File: config.mk
export PLATFORM = sky130hd
export DESIGN_NAME = text_normalizer_stopword_filter
export DESIGN_NICKNAME = d
export VERILOG_FILES = /design/src/rtl/tnsf_pkg.sv /design/src/rtl/text_normalizer_stopword_filter.sv /design/src/rtl/tnsf_front.sv /design/src/rtl/tnsf_queue.sv /design/src/rtl/tnsf_back.sv
export SDC_FILE = /design/constraint.sdc
export NUM_CORES = 1
export LEC_CHECK = 0
export CORE_ASPECT_RATIO = 1.4
export CORE_MARGIN = 8
export CORE_UTILIZATION = 55
export CTS_CLUSTER_DIAMETER = 30
export DETAILED_ROUTE_END_ITERATION = 6
export DONT_BUFFER_PORTS = 1
export PLACE_DENSITY_LB_ADDON = 0.05
export SYNTH_ARGS = -nofsm -noshare
export SYNTH_HDL_FRONTEND = slang
export SYNTH_SLANG_ARGS = --single-unit
export TNS_END_PERCENT = 50
File: constraint.sdc
create_clock -name clk -period 16.7 [get_ports clk]
set_input_delay 0 -clock clk [delete_from_list [all_inputs] [get_ports clk]]
set_output_delay 0 -clock clk [all_outputs]
set_load 0.05 [all_outputs]
File: src/rtl/tnsf_pkg.sv
`default_nettype none

package tnsf_pkg;

  typedef struct packed {
    logic [7:0] in_byte;
    logic       in_last;
  } in_t;

  typedef struct packed {
    logic [7:0] out_byte;
    logic       out_valid;
    logic       out_end;
  } res_t;

  localparam int SlotCount = 5;

  // one accepted byte's worth of results, slot 0 first
  typedef struct packed {
    logic [SlotCount-1:0][7:0] bytes;
    logic [2:0]                cnt;
    logic                      last;
  } cmd_t;

  localparam logic [7:0] ChSpace = 8'h20;
  localparam int StopCount = 9;

  localparam logic [7:0] STOP_CHR [StopCount][3] = '{
    '{8'h74, 8'h68, 8'h65},  // the
    '{8'h61, 8'h00, 8'h00},  // a
    '{8'h61, 8'h6e, 8'h00},  // an
    '{8'h69, 8'h73, 8'h00},  // is
    '{8'h61, 8'h72, 8'h65},  // are
    '{8'h74, 8'h6f, 8'h00},  // to
    '{8'h6f, 8'h66, 8'h00},  // of
    '{8'h61, 8'h6e, 8'h64},  // and
    '{8'h69, 8'h6e, 8'h00}   // in
  };

  localparam logic [1:0] STOP_LEN [StopCount] = '{
    2'd3, 2'd1, 2'd2, 2'd2, 2'd3, 2'd2, 2'd2, 2'd3, 2'd2
  };

  function automatic logic is_stopword(input logic [2:0][7:0] w, input logic [1:0] n);
    logic hit;
    logic eq;
    hit = 1'b0;
    for (int i = 0; i < StopCount; i++) begin
      eq = (STOP_LEN[i] == n);
      for (int k = 0; k < 3; k++) begin
        if ((k < int'(n)) && (STOP_CHR[i][k] != w[k])) begin
          eq = 1'b0;
        end
      end
      hit = hit | eq;
    end
    return hit;
  endfunction

endpackage

`default_nettype wire

File: src/rtl/text_normalizer_stopword_filter.sv
// Results pass through the queue memory and then the back end entry register.
// Throughput: one input byte per cycle while the queue has room; the back end emits one
// result per cycle while res_ready is high, so it holds a byte until all its results go.
// Reset: synchronous rst clears word state, queue pointers, the output stage and
// remove_stopwords; held word characters are not cleared.
`default_nettype none

module text_normalizer_stopword_filter
  import tnsf_pkg::*;
#(
  parameter int QueueDepth = 4
) (
  input  wire logic clk,
  input  wire logic rst,
  input  wire logic in_valid,
  output logic      in_ready,
  input  wire in_t  in_item,
  output logic      res_valid,
  input  wire logic res_ready,
  output res_t      res_item,
  input  wire logic cfg_we,
  input  wire logic cfg_data
);

  logic remove_stopwords;
  logic q_push;
  logic q_full;
  logic q_valid;
  logic q_pop;
  cmd_t push_data;
  cmd_t q_data;

  always_ff @(posedge clk) begin
    if (rst) begin
      remove_stopwords <= 1'b0;
    end else if (cfg_we) begin
      remove_stopwords <= cfg_data;
    end
  end

  tnsf_front u_front (
    .clk              (clk),
    .rst              (rst),
    .in_valid         (in_valid),
    .in_ready         (in_ready),
    .in_item          (in_item),
    .remove_stopwords (remove_stopwords),
    .q_full           (q_full),
    .q_push           (q_push),
    .q_data           (push_data)
  );

  tnsf_queue #(
    .Depth (QueueDepth)
  ) u_queue (
    .clk       (clk),
    .rst       (rst),
    .push      (q_push),
    .push_data (push_data),
    .full      (q_full),
    .q_valid   (q_valid),
    .q_data    (q_data),
    .pop       (q_pop)
  );

  tnsf_back u_back (
    .clk       (clk),
    .rst       (rst),
    .q_valid   (q_valid),
    .q_data    (q_data),
    .q_pop     (q_pop),
    .res_valid (res_valid),
    .res_ready (res_ready),
    .res_item  (res_item)
  );

  a_no_overflow: assert property (@(posedge clk) disable iff (rst)
    !(q_push && q_full))
    else $error("queue push while full");

  a_marker_is_end: assert property (@(posedge clk) disable iff (rst)
    (res_valid && !res_item.out_valid) |-> res_item.out_end)
    else $error("empty result without end mark");

  a_char_class: assert property (@(posedge clk) disable iff (rst)
    (res_valid && res_item.out_valid) |->
      (((res_item.out_byte >= 8'h61) && (res_item.out_byte <= 8'h7a)) ||
       ((res_item.out_byte >= 8'h30) && (res_item.out_byte <= 8'h39)) ||
       (res_item.out_byte == ChSpace)))
    else $error("output byte outside normalized set");

  a_space_not_end: assert property (@(posedge clk) disable iff (rst)
    (res_valid && res_item.out_valid && (res_item.out_byte == ChSpace)) |->
      !res_item.out_end)
    else $error("trailing space emitted");

endmodule

`default_nettype wire

File: src/rtl/tnsf_front.sv
`default_nettype none

module tnsf_front
  import tnsf_pkg::*;
(
  input  wire logic clk,
  input  wire logic rst,
  input  wire logic in_valid,
  output logic      in_ready,
  input  wire in_t  in_item,
  input  wire logic remove_stopwords,
  input  wire logic q_full,
  output logic      q_push,
  output cmd_t      q_data
);

  logic [2:0][7:0] word_buf;
  logic [2:0][7:0] word_buf_next;
  logic [1:0]      buf_cnt;
  logic [1:0]      buf_cnt_next;
  logic            streaming;
  logic            streaming_next;
  logic            sep_owed;
  logic            sep_owed_next;

  logic            accept;
  logic [7:0]      lc;
  logic            word_char;
  logic            path_a;
  logic            path_b;
  logic            path_c;
  logic [2:0][7:0] cand;
  logic [1:0]      cand_n;
  logic            drop;
  logic            emit_end;
  logic            sp;
  logic [1:0]      nh;
  logic            chr;
  logic [2:0]      num;
  logic [2:0]      chr_pos;
  logic [SlotCount-1:0][7:0] slots;

  assign in_ready = !q_full;
  assign accept   = in_valid && !q_full;

  always_comb begin
    lc = ((in_item.in_byte >= 8'h41) && (in_item.in_byte <= 8'h5a)) ?
         (in_item.in_byte + 8'h20) : in_item.in_byte;
    word_char = ((lc >= 8'h61) && (lc <= 8'h7a)) || ((lc >= 8'h30) && (lc <= 8'h39));

    path_b = word_char && remove_stopwords && !streaming && (buf_cnt != 2'd3);
    path_a = word_char && !path_b;
    path_c = !word_char;

    // word as it stands when it ends on this byte
    cand = word_buf;
    for (int k = 0; k < 3; k++) begin
      if (path_b && (buf_cnt == 2'(k))) begin
        cand[k] = lc;
      end
    end
    cand_n = path_b ? (buf_cnt + 2'd1) : buf_cnt;
    drop   = remove_stopwords && is_stopword(cand, cand_n);

    emit_end = (path_c || (path_b && in_item.in_last)) && (cand_n != 2'd0) && !drop;
    sp       = path_a ? (!streaming && sep_owed) : (emit_end && sep_owed);
    nh       = (path_a || emit_end) ? buf_cnt : 2'd0;
    chr      = path_a || (path_b && emit_end);
    chr_pos  = {2'b00, sp} + {1'b0, nh};
    num      = chr_pos + {2'b00, chr};

    slots[0] = sp ? ChSpace : word_buf[0];
    slots[1] = sp ? word_buf[0] : word_buf[1];
    slots[2] = sp ? word_buf[1] : word_buf[2];
    slots[3] = word_buf[2];
    slots[4] = 8'h00;
    for (int i = 0; i < SlotCount; i++) begin
      if (chr && (chr_pos == 3'(i))) begin
        slots[i] = lc;
      end
    end

    word_buf_next  = word_buf;
    buf_cnt_next   = buf_cnt;
    streaming_next = streaming;
    sep_owed_next  = sep_owed;
    if (path_a) begin
      buf_cnt_next   = 2'd0;
      streaming_next = 1'b1;
      sep_owed_next  = 1'b0;
    end
    if (path_b) begin
      word_buf_next = cand;
      buf_cnt_next  = buf_cnt + 2'd1;
    end
    if (path_c) begin
      if (buf_cnt != 2'd0) begin
        buf_cnt_next = 2'd0;
        if (!drop) begin
          sep_owed_next = 1'b1;
        end
      end else if (streaming) begin
        streaming_next = 1'b0;
        sep_owed_next  = 1'b1;
      end
    end
    if (in_item.in_last) begin
      buf_cnt_next   = 2'd0;
      streaming_next = 1'b0;
      sep_owed_next  = 1'b0;
    end
  end

  assign q_push       = accept && ((num != 3'd0) || in_item.in_last);
  assign q_data.bytes = slots;
  assign q_data.cnt   = num;
  assign q_data.last  = in_item.in_last;

  always_ff @(posedge clk) begin
    if (rst) begin
      buf_cnt   <= 2'd0;
      streaming <= 1'b0;
      sep_owed  <= 1'b0;
    end else if (accept) begin
      buf_cnt   <= buf_cnt_next;
      streaming <= streaming_next;
      sep_owed  <= sep_owed_next;
    end
  end

  always_ff @(posedge clk) begin
    if (accept) begin
      word_buf <= word_buf_next;
    end
  end

endmodule

`default_nettype wire

File: src/rtl/tnsf_queue.sv
`default_nettype none

module tnsf_queue
  import tnsf_pkg::*;
#(
  parameter int Depth = 4
) (
  input  wire logic clk,
  input  wire logic rst,
  input  wire logic push,
  input  wire cmd_t push_data,
  output logic      full,
  output logic      q_valid,
  output cmd_t      q_data,
  input  wire logic pop
);

  localparam int PtrW = (Depth > 1) ? $clog2(Depth) : 1;
  localparam int CntW = $clog2(Depth + 1);

  cmd_t            mem [Depth];
  logic [PtrW-1:0] wr_ptr;
  logic [PtrW-1:0] rd_ptr;
  logic [CntW-1:0] count;
  logic            do_push;
  logic            do_pop;

  assign full    = (count == CntW'(Depth));
  assign q_valid = (count != '0);
  assign q_data  = mem[rd_ptr];
  assign do_push = push && !full;
  assign do_pop  = pop && q_valid;

  always_ff @(posedge clk) begin
    if (rst) begin
      wr_ptr <= '0;
      rd_ptr <= '0;
      count  <= '0;
    end else begin
      if (do_push) begin
        wr_ptr <= (wr_ptr == PtrW'(Depth - 1)) ? '0 : (wr_ptr + PtrW'(1));
      end
      if (do_pop) begin
        rd_ptr <= (rd_ptr == PtrW'(Depth - 1)) ? '0 : (rd_ptr + PtrW'(1));
      end
      unique case ({do_push, do_pop})
        2'b10:   count <= count + CntW'(1);
        2'b01:   count <= count - CntW'(1);
        default: count <= count;
      endcase
    end
  end

  always_ff @(posedge clk) begin
    if (do_push) begin
      mem[wr_ptr] <= push_data;
    end
  end

endmodule

`default_nettype wire

File: src/rtl/tnsf_back.sv
`default_nettype none

module tnsf_back
  import tnsf_pkg::*;
(
  input  wire logic clk,
  input  wire logic rst,
  input  wire logic q_valid,
  input  wire cmd_t q_data,
  output logic      q_pop,
  output logic      res_valid,
  input  wire logic res_ready,
  output res_t      res_item
);

  cmd_t       ent;
  logic       ent_valid;
  logic [2:0] pos;
  logic       ent_done;
  logic       free;

  assign ent_done = (ent.cnt == 3'd0) || (pos == (ent.cnt - 3'd1));
  assign free     = !ent_valid || (res_ready && ent_done);
  assign q_pop    = q_valid && free;

  assign res_valid          = ent_valid;
  assign res_item.out_byte  = (ent.cnt == 3'd0) ? 8'h00 : ent.bytes[pos];
  assign res_item.out_valid = (ent.cnt != 3'd0);
  assign res_item.out_end   = ent.last && ent_done;

  always_ff @(posedge clk) begin
    if (rst) begin
      ent_valid <= 1'b0;
      pos       <= 3'd0;
    end else if (free) begin
      ent_valid <= q_valid;
      pos       <= 3'd0;
    end else if (res_ready) begin
      pos <= pos + 3'd1;
    end
  end

  always_ff @(posedge clk) begin
    if (q_pop) begin
      ent <= q_data;
    end
  end

endmodule

`default_nettype wire
==> flow_summary.yaml, run 1 <==
setup_path:
  cp.required_ps: 17110
  cp.arrival_ps: 6790
  worstPathMaxFanout: 27
  path_class: "register to register"
  critPathCaptureType: "register"
  cp-start-kind: "register"
timing:
  hold_viol: 0
  timing.final.crit_period_ps: 6380
  max_slew_margin: 0.304
  slew_violations: 0
  clock.fmax_mhz: 157
  worstMarginPinSlew_ps: 1040
  fin_tns_setup_ps: 0
  post-route-period-util: 0.382
  skew_ps: 15.0
  setup_viol: 0
  fin_ws_ps: 10320
  rsz0062_at_grt: "false"
synthesis:
  yosysWarnings: 0
  synth_commonest_cells: "edfxtp_1, mux4_2, nor2_1"
  ys_ff_latch: 260
  synth_flop_cell: "edfxtp_1"
  ys_types: 78
  async_flop_share: 0
  avgSynthCellArea_um2: 16.7
  synth_area_leaders: "edfxtp_1, mux4_2, dfxtp_1"
  synth_area_um2: 11700
  synth_top_cell_area_share: 0.625
  synth_seq_area_share: 0.652
  synth-edff-count: 244
  postSynthCellCount: 702
  yosysMostFrequentCell: "edfxtp_1"
  yosysTopAreaCell: "edfxtp_1"
detailed_routing:
  dr.pass1.iters: 5
  vias: 6133
  totalWireLength_um: 23500
  drt_iter0_drc: 290
  drc: 0
  postRouteAntennaNets: 0
  vias_per_cell: 5.99
  wl_per_cell_um: 22.9
clocking:
  clock_latency_ps: 510
  cts_hold_buf: 13
  cts_tree: "yes"
  cts_setup_buffers: 0
  cts_made_buffers: 39
  clkSinkCount: 260
  cts.clk_slew.worst_paths_ps: 60
  cts_max_level: 2
  clockBufferDepth: 3
  root_buffer: "clkbuf_16"
  post_cts_resized: 0
placement:
  place_ws_ps: 10390
  gp_congestion: 0.894
  hpwlAfterDp_um: 15100
  portBuffers: 0
grt:
  grt_overflow: 0
  antenna_found_initial: 0
  grt_pass1_wl_um: 36900
  grt_pass1_vias: 6582
  grt_max_degree: 48
  grt_usage: 0.183
finish:
  nNetsFinal: 768
  drive_gt1_frac: 0.242
  diodes: 0
  area_growth_pct: 14.6
power:
  ir_worst_vdd_v: 0.0000867
  p_leak_nw: 4.56
  power_w: 0.00204
  power_density_nw_per_um2: 152
status:
  status: "finished clean"
floorplan:
  die_area_um2: 26300
  initial_utilization: 0.557
  die_x_um: 139
  core_region_area_um2: 21000
  rows: 63
  io_pins: 27
  die_h_um: 189
run:
  maxCapViolations: 0
min_path:
  hold_class: "input pin to register"
## routing by layer
layer	part of all wire	vias to the layer above	global-route usage	wire length, um
met4	0.033	0	0.0788	771
met2	0.52	156	0.324	12200
met5	0	-	0	0
met3	0.052	48	0.0344	1210
li1	-	2845	-	-
met1	0.40	3084	0.212	9290
## worst paths after layout
| kind | startpoint | to | slack [ps] | cells after the start |
|---|---|---|---|---|
| setup / recovery | u_front.buf_cnt[0] | u_queue.count[2] | 10320 | 22 |
| hold / removal | in_item[0] | u_queue.wr_ptr[1] | 20 | 4 |
| setup reg to reg | u_front.buf_cnt[0] | u_queue.count[2] | 10320 | 22 |
| hold reg to reg | u_front.sep_owed | u_front.sep_owed | 490 | 2 |
## stage by stage
stage	hold slack (ps)	utilization	area (um^2)	instances
after floorplan	69.1	-	11700	705
after CTS	5.11	0.638	13400	1024
after detailed placement	70.3	0.568	12000	939
after global placement	65.4	0.568	12000	939
final	15.4	0.638	13400	1024
after global routing	53.6	0.638	13400	1024
## final cells by class
type	count	area, um^2
clock buffer	43	1010
clock inverter	29	334
tap	260	325
fill	1469	7610
inverter	22	82.6
multi-input combinational	390	3840
timing repair buffer	20	183
sequential	260	7650
## kinds of logic (layout without fill, tap and decap cells)
group                      Yosys count  count (layout)  share of synthesized area
and+or+nand+nor                    164             164                     0.0807
xor gates and xnor gates             9               9                    0.00672
AOI/OAI and AO/OA                   81              81                     0.0550
buffers and inverters               55             114                     0.0223
other                                1               4                   0.000320
muxes                              112             112                      0.160
adders and majority gates           20              20                     0.0226
DFF                                260             260                      0.652
## layout by cell type, fill, tap and decap left out, drive strengths merged, types with 10 or more instances in the layout
cell type / netlist / final
nor2: 43 / 43
nand2b: 11 / 11
edfxtp: 244 / 244
mux4: 52 / 52
dlygate4sd3: 0 / 13
dfxtp: 16 / 16
nand2: 26 / 26
clkbuf: 19 / 43
and2: 15 / 15
nor3: 10 / 10
clkinv: 1 / 12
mux2: 38 / 38
ha: 18 / 18
mux2i: 22 / 22
inv: 21 / 32
o21ai: 17 / 17
a21oi: 15 / 15
nor2b: 13 / 13
## state kept, by name, summed over array words and instances, names as in the netlist
signal and cells:
u_queue.rd_ptr 2, u_queue.wr_ptr 2, u_back.res_valid 1, u_queue.count 3, u_front.sep_owed 1, u_front.streaming 1, u_back.pos 3, u_front.buf_cnt 2
u_front.word_buf 24, remove_stopwords 1, u_back.ent 44, u_queue.mem 176
## power breakdown
group / internal [W] / switching (W)
Sequential: 0.000824 / 0.0000616
Combinational: 0.000139 / 0.000197
Clock: 0.000513 / 0.000301
Total: 0.00148 / 0.000559
## critical path, cell delays in order, from the launching register on
cell,delay (ps)
dfxtp_1,400
ha_1,250
nor3b_2,510
o211a_1,280
o2111a_1,260
nand2_4,150
mux2_4,360
a41o_1,250
a41o_1,220
or3_4,380
o21bai_4,560
ha_1,390
ha_1,190
inv_1,60
fa_1,420
a31oi_1,390
inv_1,140
ha_1,240
inv_1,80
fa_1,170
xor2_1,70
or3_1,300
a21oi_1,170
Power figures use the tool's default switching activity.
==> run 2: changes to the inputs <==
--- a/config.mk
+++ b/config.mk
@@ -5,6 +5,7 @@
 export SDC_FILE = /design/constraint.sdc
 export NUM_CORES = 1
 export LEC_CHECK = 0
+export ABC_AREA = 1
 export CORE_ASPECT_RATIO = 1.4
 export CORE_MARGIN = 8
 export CORE_UTILIZATION = 55
==> constraint.sdc (replaced) <==
create_clock -name clk -period 5.55 [get_ports clk]
set_input_delay 0 -clock clk [delete_from_list [all_inputs] [get_ports clk]]
set_output_delay 0 -clock clk [all_outputs]
set_load 0.05 [all_outputs]
==> flow_summary.yaml, run 2 <==
finish:
  top_regs: "u_queue.mem: 176 flops, u_back.ent: 44 flops, u_front.word_buf: 24 flops"
  final_cells: 1424
  nNetsFinal: 1168
  drive_gt1_frac: 0.143
  layout_common_cells: "edfxtp_1, nand2_1, nor2_1"
  diodes: 0
  post-route-util: 0.653
  layout_commonest_cell: "edfxtp_1"
  largest_reg_flops: 176
  top_register: "u_queue.mem"
  area_growth_pct: 16.9
min_path:
  hold_class: "input pin to register"
  hold_path_startpoint: "in_item[4]"
  min_path_cells: 2
  min_to: "u_queue.mem[3][39]"
detailed_routing:
  totalWireLength_um: 27500
  wl_per_cell_um: 19.3
  vias_per_cell: 5.63
  postRouteAntennaNets: 0
  vias: 8023
  drc: 0
  drt_iter0_drc: 564
  dr.pass1.iters: 5
grt:
  grt_max_degree: 92
  grt_pass1_wl_um: 42600
  use_met1: 0.245
  grt_use_met2: 0.368
  grt_overflow: 0
  globalRoute.busiestLayer: "met2"
  met3_usage: 0.0350
  grt_usage: 0.208
  grt_pass1_vias: 7953
  antenna_found_initial: 0
synthesis:
  async_flop_share: 0
  synth_area_leaders: "edfxtp_1, nand2_1, nor2_1"
  avgSynthCellArea_um2: 10.7
  synth-edff-count: 244
  synth_flop_cell: "edfxtp_1"
  ys_ff_latch: 260
  yosysTopAreaCell: "edfxtp_1"
  synth_area_um2: 11800
  yosysWarnings: 0
  synth_seq_area_share: 0.651
  synth_commonest_cells: "edfxtp_1, nand2_1, nor2_1"
  postSynthCellCount: 1096
  synth_top_cell_area_share: 0.623
  ys_types: 43
  yosysMostFrequentCell: "edfxtp_1"
setup_path:
  critPathCaptureType: "register"
  crit_path_max_incr_delay_ps: 710
  cp.required_ps: 6000
  path_class: "input pin to register"
  critPathTopFamily: "simple AND/OR/NAND/NOR gates"
  worstReg2RegStart: "u_front.buf_cnt[0]"
  rrSetupSlack_ps: 630
  r2r_cells: 32
  cp-start-kind: "input pin"
  cp_common_cell: "nand2_1"
  r2r-end: "u_queue.count[2]"
  cp.arrival_ps: 5470
  slowest_stage: "dlygate4sd3_1"
  worstPathMaxFanout: 8
  crit_buf_inv: 5
floorplan:
  io_pins: 27
  die_x_um: 140
  core_region_area_um2: 21000
  rows: 63
  die_h_um: 189
  initial_utilization: 0.558
  die_area_um2: 26400
power:
  power_w: 0.00647
  power_density_nw_per_um2: 471
  p_leak_nw: 5.19
  ir_worst_vdd_v: 0.000532
clocking:
  clkSinkCount: 260
  cts_max_level: 2
  clockBufferDepth: 3
  cts_made_buffers: 39
  cts.clk_slew.worst_paths_ps: 50
  clock_latency_ps: 520
  cts_tree: "yes"
  root_buffer: "clkbuf_16"
run:
  maxCapViolations: 0
timing:
  timing.final.crit_period_ps: 5020
  setup_viol: 0
  clock.fmax_mhz: 199
  hold_viol: 0
  post-route-period-util: 0.905
  skew_ps: 25.3
  rsz0062_at_grt: "false"
  max_slew_margin: 0.251
  fin_tns_setup_ps: 0
  worstMarginPinSlew_ps: 1130
  slew_violations: 0
status:
  status: "finished clean"
placement:
  hpwlAfterDp_um: 16900
  gp_congestion: 0.888
  dp.cells: 1331
  portBuffers: 0
-- run 2: changes by cell type in the layout (fill, tap and decap cells not counted), sizes merged, moves of 40 or more --
cell   change
inv       +75
mux4      -52
nand2    +178
nand3     +55
nor2     +140
o21ai     +96
o22ai     +40
-- run 2: cell families (layout without fill, tap and decap cells) --
group / count (synthesis) / count (layout) / synth area share
simple gates: 466 / 466 / 0.178
buf+inv: 142 / 207 / 0.0484
flops: 260 / 260 / 0.651
mux: 2 / 2 / 0.00170
other cells: 1 / 4 / 0.000319
compound gates: 200 / 200 / 0.0947
xor+xnor: 5 / 5 / 0.00373
fa+ha+maj: 20 / 20 / 0.0226
-- run 2: layer usage --
layer  part of all wire  wire [um]  vias up
li1                   -          -     3881
met1               0.40      11100     3850
met2               0.51      14000      234
met3              0.051       1410       58
met4              0.035        949        0
met5                  0          0        -
-- run 2: area by class of cell --
cell class                 count  area, um^2
tap                          260         325
timing repair buffer          36         370
clock inverter                31         385
inverter                      99         375
multi-input combinational    697        3620
fill                        1653        7310
clock buffer                  41        1000
sequential                   260        7650
-- run 2: timing repair --
action | 4_1_cts | 5_1_grt
endpoints found under the hold margin | 128 | 0
setup endpoints to repair | 0 | 41
resized for setup | 0 | 14
setup buffers | 0 | 7
hold buffers | 14 | 0
-- run 2: worst register-to-register path: cells and delay by family (launching register included) --
family	cells	cell delay, ps
and+or+nand+nor	17	1730
adders and majority gates	6	1690
DFF	1	350
AOI/OAI and AO/OA	5	700
buffers and inverters	4	400
-- run 2: metrics by stage --
| step | worst slack, ps | area, um^2 | hold WS, ps |
|---|---|---|---|
| finish | 529 | 13700 | 41.4 |
| global route | 69.1 | 13700 | 55.8 |
| CTS | 245 | 13600 | 18.2 |
| detailed placement | 462 | 12100 | 73.4 |
| global placement | 511 | 12100 | 73.3 |
| floorplan | -577 | 11800 | 78.5 |
-- run 2: worst max-delay path by stage --
stage / cells past startpoint / slack, ps / to / startpoint
2_1_floorplan: 26 / -580 / u_queue.mem[0][0] / u_front.buf_cnt[0]
3_3_place_gp: 34 / 510 / u_queue.mem[1][20] / in_item[3]
3_5_place_dp: 38 / 460 / u_queue.count[2] / in_item[3]
4_1_cts: 39 / 250 / u_queue.count[2] / in_item[3]
5_1_grt: 34 / 70 / u_queue.count[2] / in_item[5]
6_report: 34 / 530 / u_queue.count[2] / in_item[5]
-- run 2: power breakdown --
part           switching [W]  internal, W
logic                0.00101     0.000336
registers          0.0000831      0.00250
clock network       0.000951      0.00160
total                0.00205      0.00443
==> run 3: changes to the inputs <==
--- a/config.mk
+++ b/config.mk
@@ -6,7 +6,7 @@
 export NUM_CORES = 1
 export LEC_CHECK = 0
 export ABC_AREA = 1
-export CORE_ASPECT_RATIO = 1.4
+export CORE_ASPECT_RATIO = 0.6
 export CORE_MARGIN = 8
 export CORE_UTILIZATION = 55
 export CTS_CLUSTER_DIAMETER = 30
==> flow_summary.yaml, run 3 (synthesized netlist as in run 2, its figures left out) <==
timing:
  hold_viol: 0
  skew_ps: 22.4
  timing.final.crit_period_ps: 5090
  setup_viol: 0
  post-route-period-util: 0.917
  clock.fmax_mhz: 196
  worstMarginPinSlew_ps: 1140
  timing.hold.ws_ps: 64.3
  max_slew_margin: 0.242
  slew_violations: 0
finish:
  layout_commonest_cell: "edfxtp_1"
  final_cells: 1440
  layout_common_cells: "edfxtp_1, nand2_1, nor2_1"
  fill_cells: 1692
  diodes: 0
  drive_gt1_frac: 0.134
  nNetsFinal: 1168
  register_area_um2: 7650
  area_growth_pct: 15.4
  multi_input_area_um2: 3620
  top_register: "u_queue.mem"
  top_regs: "u_queue.mem: 176 flops, u_back.ent: 44 flops, u_front.word_buf: 24 flops"
  largest_reg_flops: 176
floorplan:
  core_region_area_um2: 21000
  io_pins: 27
  die_h_um: 129
  initial_utilization: 0.560
  die_x_um: 205
  rows: 41
  die_area_um2: 26500
detailed_routing:
  totalWireLength_um: 29200
  dr.pass1.iters: 5
  drt_iter0_drc: 882
  vias: 8161
  vias_per_cell: 5.67
  drc: 0
  wl_per_cell_um: 20.3
  postRouteAntennaNets: 0
setup_path:
  cp_common_cell: "nand2_1"
  cp.arrival_ps: 5560
  crit_end: "u_queue.count[2]"
  rrSetupSlack_ps: 490
  cp-start-kind: "input pin"
  worstReg2RegStart: "u_front.buf_cnt[0]"
  r2r-end: "u_queue.count[2]"
  worstPathMaxFanout: 20
  critPathCaptureType: "register"
  slowest_stage: "fa_1"
  path_class: "input pin to register"
  crit_path_max_incr_delay_ps: 490
  setup.worst_path.start: "in_item[3]"
  r2r_cells: 33
  cp.required_ps: 6020
power:
  ir_worst_vdd_v: 0.000767
  p_leak_nw: 5.13
  power_density_nw_per_um2: 458
clocking:
  clockBufferDepth: 3
  cts.clk_slew.worst_paths_ps: 50
  cts_max_level: 2
  clock_latency_ps: 520
  clkSinkCount: 260
  cts_made_buffers: 37
  root_buffer: "clkbuf_16"
  cts_tree: "yes"
placement:
  hpwlAfterDp_um: 17900
  gp_congestion: 0.896
  dp.cells: 1355
  portBuffers: 0
run:
  maxCapViolations: 0
grt:
  grt_pass1_vias: 7466
  grt_max_degree: 90
  grt_overflow: 0
  antenna_found_initial: 0
  grt_usage: 0.224
  grt_pass1_wl_um: 45400
min_path:
  hold_class: "input pin to register"
status:
  status: "finished clean"
==> run 3: worst min path at each step <==
stage | startpoint | end | slack [ps] | cells past startpoint
2_1_floorplan | rst | u_queue.rd_ptr[1] | 80 | 1
3_3_place_gp | rst | u_front.sep_owed | 70 | 1
3_5_place_dp | rst | u_front.buf_cnt[1] | 70 | 1
4_1_cts | in_item[0] | u_queue.wr_ptr[1] | 50 | 4
5_1_grt | in_item[0] | u_queue.wr_ptr[1] | 120 | 4
6_report | in_item[0] | u_queue.wr_ptr[1] | 60 | 4
==> run 3: layout make-up <==
class                      instances  share of cell area
clock buffer                      40              0.0691
tap                              279              0.0257
inverter                          99              0.0276
multi-input combinational        697               0.267
timing repair buffer              38              0.0280
sequential                       260               0.564
clock inverter                    27              0.0188
==> run 3: stage by stage <==
| stage | instance area [um^2] | setup slack [ps] | power (W) | setup TNS, ps | util |
|---|---|---|---|---|---|
| floorplan | 11800 | -577 | 0.00361 | -101620 | - |
| global placement | 12200 | 406 | 0.00396 | 0 | 0.579 |
| detailed placement | 12200 | 427 | 0.00397 | 0 | 0.579 |
| CTS | 13500 | 211 | 0.00626 | 0 | 0.642 |
| global route | 13600 | -3.90 | 0.00651 | -3.90 | 0.647 |
| finish | 13600 | 459 | 0.00621 | 0 | 0.647 |
==> run 3: critical path, delay by kind of cell <==
family                     cells  cell delay (ps)
and+or+nand+nor               22             2430
buffers and inverters          8             1270
adders and majority gates      4             1140
AOI/OAI and AO/OA              5              700
==> run 3: timing repair <==
item | CTS | global route
gates resized for setup | 0 | 15
hold buffers | 13 | 0
setup buffers | 0 | 5
setup endpoints to repair | 0 | 215
hold endpoints to repair | 139 | 0
==> run 3: where the power goes <==
group	internal, W	switching [W]
logic	0.000331	0.00101
clock network	0.00138	0.000889
registers	0.00250	0.000102
==> run 3: layer usage <==
layer	vias to the layer above	GRT usage	wire (um)
li1	3890	-	-
met3	40	0.0481	2730
met1	3895	0.354	14200
met2	336	0.305	11800
met4	0	0.0578	482
met5	-	0	0
